$ cat src/rtl/dmtt_pkg.sv
// Shared types and constants for the direct-mapped tagged table.
// Used by the controller, the datapath and the top level; depends on nothing.
package dmtt_pkg;

  // Fixed field widths of the access channel.
  localparam int ADDR_W  = 64;
  localparam int INST_W  = 32;
  localparam int PC_W    = 64;
  localparam int MODE_W  = 2;
  localparam int SHIFT_W = 2;

  // Reset value of the instruction shift register.
  localparam logic [SHIFT_W-1:0] SHIFT_RESET = 2'd2;

  // Access modes.
  localparam logic [MODE_W-1:0] MODE_LOOKUP = 2'd0;
  localparam logic [MODE_W-1:0] MODE_UPDATE = 2'd1;
  localparam logic [MODE_W-1:0] MODE_CLEAR  = 2'd2;

  // Commands from the controller to the datapath.
  typedef struct packed {
    logic capture;  // take the input beat and start its table access
    logic respond;  // load the result register
    logic sweep;    // write an invalid entry at the sweep counter
  } dmtt_cmd_t;

  // Status from the datapath to the controller.
  typedef struct packed {
    logic is_clear;    // the captured item is a clear
    logic out_free;    // the result register can take a new beat
    logic sweep_last;  // the sweep counter points at the last entry
  } dmtt_stat_t;

endpackage

$ cat src/rtl/dmtt_ctrl.sv
// Controller state machine for the direct-mapped tagged table.
// Depends on dmtt_pkg for the command and status structs.
module dmtt_ctrl
  import dmtt_pkg::*;
(
  input  logic       clk,
  input  logic       rst,
  input  logic       in_valid,
  output logic       in_ready,
  input  dmtt_stat_t stat,
  output dmtt_cmd_t  cmd
);

  localparam logic [1:0] ST_IDLE  = 2'd0;
  localparam logic [1:0] ST_RESP  = 2'd1;
  localparam logic [1:0] ST_CLEAR = 2'd2;

  logic [1:0] state;
  logic [1:0] state_next;

  // Next state and commands.
  always_comb begin
    state_next  = state;
    in_ready    = 1'b0;
    cmd         = '0;
    unique case (state)
      ST_IDLE: begin
        in_ready = 1'b1;
        if (in_valid) begin
          cmd.capture = 1'b1;
          state_next  = ST_RESP;
        end
      end
      ST_RESP: begin
        if (stat.out_free) begin
          cmd.respond = 1'b1;
          state_next  = stat.is_clear ? ST_CLEAR : ST_IDLE;
        end
      end
      ST_CLEAR: begin
        cmd.sweep = 1'b1;
        if (stat.sweep_last) begin
          state_next = ST_IDLE;
        end
      end
      default: begin
        state_next = ST_IDLE;
      end
    endcase
  end

  // Reset starts with a sweep that invalidates every entry.
  always_ff @(posedge clk) begin
    if (rst) begin
      state <= ST_CLEAR;
    end else begin
      state <= state_next;
    end
  end

endmodule

$ cat config.mk
export PLATFORM = sky130hd
export DESIGN_NAME = dmtt_ctrl
export DESIGN_NICKNAME = d
export VERILOG_FILES = /design/src/rtl/dmtt_pkg.sv /design/src/rtl/dmtt_ctrl.sv
export SDC_FILE = /design/constraint.sdc
export NUM_CORES = 1
export LEC_CHECK = 0
export BUFFER_PORTS_ARGS = -buffer_cell sky130_fd_sc_hd__buf_2
export CELL_PAD_IN_SITES_DETAIL_PLACEMENT = 1
export CELL_PAD_IN_SITES_GLOBAL_PLACEMENT = 1
export CORE_AREA = 2 2 39 41
export CTS_CLUSTER_SIZE = 12
export DETAILED_ROUTE_END_ITERATION = 6
export DIE_AREA = 0 0 41 43
export PLACE_DENSITY = 0.35
export SYNTH_ARGS = -nofsm -noshare
export SYNTH_HDL_FRONTEND = slang
export SYNTH_SLANG_ARGS = --single-unit
$ cat constraint.sdc
create_clock -name clk -period 1.5 [get_ports clk]
set_clock_uncertainty 0.15 [all_clocks]
set_input_delay 0.3 -clock clk [delete_from_list [all_inputs] [get_ports clk]]
set_output_delay 0.3 -clock clk [all_outputs]
set_load 0.02 [all_outputs]
[Word level (Yosys, flattened, before mapping)]
Index checks and enable logic that the tools add are counted.
Word-level totals
  register bits: 2
  input port bits: 6
  output and inout bits: 4
  word-level logic and storage cells: 19
Cells by class
  eq/ne operators: 5
  multiplexer cells: 11
  reduce and logical (&&, ||, !) cells: 2
Operators with widths (count)
  2-bit two-way mux: 4
  1-bit two-way mux: 6
  2-bit != test, second input constant: 3
  2-bit case mux with 3 select lines: 1
  3-bit AND reduction: 1
  2-bit by 1-bit == test with 1-bit output, second input constant: 1
  2-bit == test, second input constant: 1
  2-bit zero test: 1

[Longest topological paths before layout]
  word-level depth: 3
  depth in mapped cells: 2
  mapped depth without buffers: 2

[Worst setup path before layout]
OpenSTA, ideal clock, no wires.
  kind: register to output
  from: register state[0]
  to: output port cmd[2] (netlist bit)
  data arrival time: 0.946 ns
  required time: 1.050 ns
  path slack: 0.104 ns
  cell stages (with the launch flop): 3
  cell sequence: dfxtp_1 > nor2_1 > and2_1
RTL lines
  from (decl): line dmtt_ctrl.sv:18  | logic [1:0] state;
  from (signal assigned): line dmtt_ctrl.sv:57  | state <= state_next;
  to (decl): line dmtt_ctrl.sv:11  | output dmtt_cmd_t cmd

==> results.txt <==
----------------------------------------------------
[Die]
  Number of top-level design ports ... 10
  Die boundary width ... 41 um
  Vert. Die Dim ... around 43 um
  Number of placement rows ... 14
  Core area ... 0.001384 mm^2
  Starting density of the core ... 7.414%
  Area enclosed by the die boundary ... between 0.0015 and 0.002 mm^2

[Worst setup path]
  Data required time of the critical path ... 1.05 ns
  Type of element capturing the critical path ... primary output
  Crit path max fanout ... 5
  Startpoint-to-endpoint class of the critical path ... reg -> out
  Startpoint type of the worst setup path ... flip-flop
  Number of cells on the worst reg-to-reg path ... 2
  R2R Setup Slk ... 0.38 ns
  Source of the worst register-to-register timing path ... state[1]$_SDFFE_PP1P_
  Critical register-to-register path endpoint ... state[1]$_SDFFE_PP1P_
  Arrival time of the worst setup path ... slightly below 1 ns

[Finish]
  Share of final-layout standard cells stronger than drive strength 1 ... 69.57%
  Commonest cells after routing, fill and taps aside ... buf_2 (9), clkbuf_4 (3)
  Biggest regs ... state (2)
  Register cell area after layout ... 41.29 um^2
  Post-Route Utilization ... between 10% and 20%
  Max reg flops ... 2
  Antenna Diode Count ... 0
  Filler cells ... 166
  Area growth, synth to finish ... 91.46%
  Top reg by flops ... state
  Final standard cell area without fillers ... 196.4 um^2
  Number of nets in the layout ... 31
  Area of the multi-input gates ... roughly 64 um^2
  Final cell count without fillers ... 39
  Most common cell after layout, fill and taps aside ... buf_2

[CTS]
  Longest Clk Path Bufs ... 2
  Clock-pin slew on the worst setup and hold paths ... 0.03 ns
  Clock Sink Count ... 2
  Hold Buf Count CTS ... 0
  Clock Latency Late Sink ... ~0.22 ns
  TritonCTS clock tree ... built
  Number of H-tree branching levels ... 1
  CTS Root Buffer Type ... clkbuf_4
  TritonCTS Buffers ... 3

[Timing]
  Aggregate negative setup slack ... 0 ns
  Final period utilization ... 94.56%
  Minimum hold slack ... ~0.11 ns
  Final Hold Viols ... 0
  Worst slew margin ... between 70% and 80%
  Max-slew violations ... 0
  Final worst setup slack ... around 0.08 ns
  Setup-violating endpoint count in the final report ... 0
  Unrepaired setup endpoints after global routing ... no
  Min Tclk post-route ... 1.418 ns
  Worst-Margin Slew ... 0.3166 ns
  Maximum operating frequency ... 705.1 MHz

[Detailed routing]
  Total Wirelength ... 321 um
  Routed via count ... 124
  Routed wirelength normalized by instance count ... just over 8 um
  Via count normalized by instance count ... 3.179
  Remaining DRCs ... 0
  First-pass detailed-route iteration total ... 2
  Detailed router's first-iteration violation count ... 4
  Number of routed nets with antenna violations ... 0

[Power]
  Internal cell power ... approximately 0.16 mW
  Power share of the sequential group ... 28.7%
  Static leakage ... 0.1054 nW
  Total net switching power ... 0.05393 mW
  Combinational fraction of design power ... between 10% and 20%
  Post-layout power ... approximately 0.22 mW
  Share of power burned in the clock network ... 55.1%
  Switching Share ... 24.98%
  Peak VDD IR ... 0.1574 mV
  Power density relative to cell area ... 1099 mW/mm^2

[Placement]
  Final estimated routing congestion in global placement ... 0.4947
  Inst Count DP ... 36
  Port buffer count ... 9
  Placement Setup Slack ... 0.2731 ns
  Area after detailed placement ... 167.7 um^2

[Global routing]
  Combined global-route utilization of all metal layers ... 4.609%
  Global route total overflow ... 0
  First-pass GRT wire length ... 462 um
  Largest net degree at the start of global routing ... 7
  Antenna violations before repair ... 0
  Vias in the first global route ... about 120

[Status]
  Status ... completed

[Synth]
  Post-synthesis instance total ... 11
  Cell taking the most area after synthesis ... dfxtp_1
  Synth warnings ... 0
  Post-synthesis cell type count ... 9
  Simple-Gate Fraction of Synth Area ... 39.02%
  Avg Synthesized Cell Area ... 9.327 um^2
  Post-synth top area share ... 39.02%
  Combinational family with the most area after synthesis ... simple AND/OR/NAND/NOR gates
  Arithmetic-cell share of the synthesized area counting full adders, half adders and majority gates ... 0%
  Fraction of synthesized area in multiplexers ... 0%
  Compound-Gate Fraction of Synth Area ... between 10% and 20%
  Fraction of synthesized cell area in xor and xnor cells ... 0%
  Cell area after technology mapping ... 102.6 um^2
  Flop and latch count out of synthesis ... 2
  Synth top area cells ... dfxtp_1 (39%), a2111oi_1 (9.8%), and3b_2 (9.8%)
  Post-synth net total ... 17
  Sequential fraction of the synthesis area ... 39.02%

[Min path]
  Worst hold path type ... in -> reg
  Beginning of the worst hold path ... rst
  Min-Delay Endpoint ... state[0]$_SDFFE_PP0P_
  Min-Delay Path Depth ... 2

[Job]
  # Max-Cap Violations ... 0

----------------------------------------------------
==> how the worst max path moves through the flow <==
| stage | startpoint | endpoint |
|---|---|---|
| floorplan | state[0]$_SDFFE_PP0P_ | cmd[2] |
| finish | state[1]$_SDFFE_PP1P_ | cmd[1] |
| global placement | state[0]$_SDFFE_PP0P_ | cmd[2] |
| detailed placement | state[1]$_SDFFE_PP1P_ | cmd[0] |
| CTS | state[1]$_SDFFE_PP1P_ | cmd[0] |
| global route | state[1]$_SDFFE_PP1P_ | cmd[0] |
==> cell type report <==
| cell class | instances | area share [%] |
|---|---|---|
| clock buffers | 3 | 11.46 |
| inverters | 1 | 1.911 |
| multi-input cells | 8 | 32.48 |
| flip-flops and latches | 2 | 21.02 |
| well taps | 16 | 10.19 |
| repair buffers | 9 | 22.93 |
==> synth_stat cells (all sizes together) <==
master / instances
a211o: 1
inv: 1
and4b: 1
nor2b: 1
a2111oi: 1
dfxtp: 2
and3b: 1
nor2: 2
and2: 1
==> power groups by stage <==
stage | clock network, mW | logic (mW) | registers (mW)
finish | 0.119 | 0.0351 | 0.0619
global route | 0.132 | 0.0404 | 0.0628
CTS | 0.128 | 0.0347 | 0.0608
detailed placement | 0 | 0.0346 | 0.0616
floorplan | 0 | 0.0191 | 0.0606
global placement | 0 | 0.0344 | 0.0615
==> worst max-delay path: stages (launching register included) <==
cell and delay (ns):
dfxtp_1 0.38, and3b_2 0.22, buf_2 0.15
==> metal layers <==
layer	up-vias	GRT usage, %	wire, um
met4	0	6.000	0
met3	0	3.141	67
met2	10	4.063	117
met1	48	5.751	137
li1	66	-	-
met5	-	0	0
==> cell families after synthesis <==
| group | Yosys count |
|---|---|
| flops | 2 |
| compound gates | 2 |
| buf+inv | 1 |
| simple gates | 6 |
==> repair_timing <==
action                                 CTS  global route
buffers inserted                         0             0
setup endpoints to repair                0             2
resized for setup                        0             3
endpoints found under the hold margin    0             0
No activity file was read; power rests on OpenSTA's default activity.
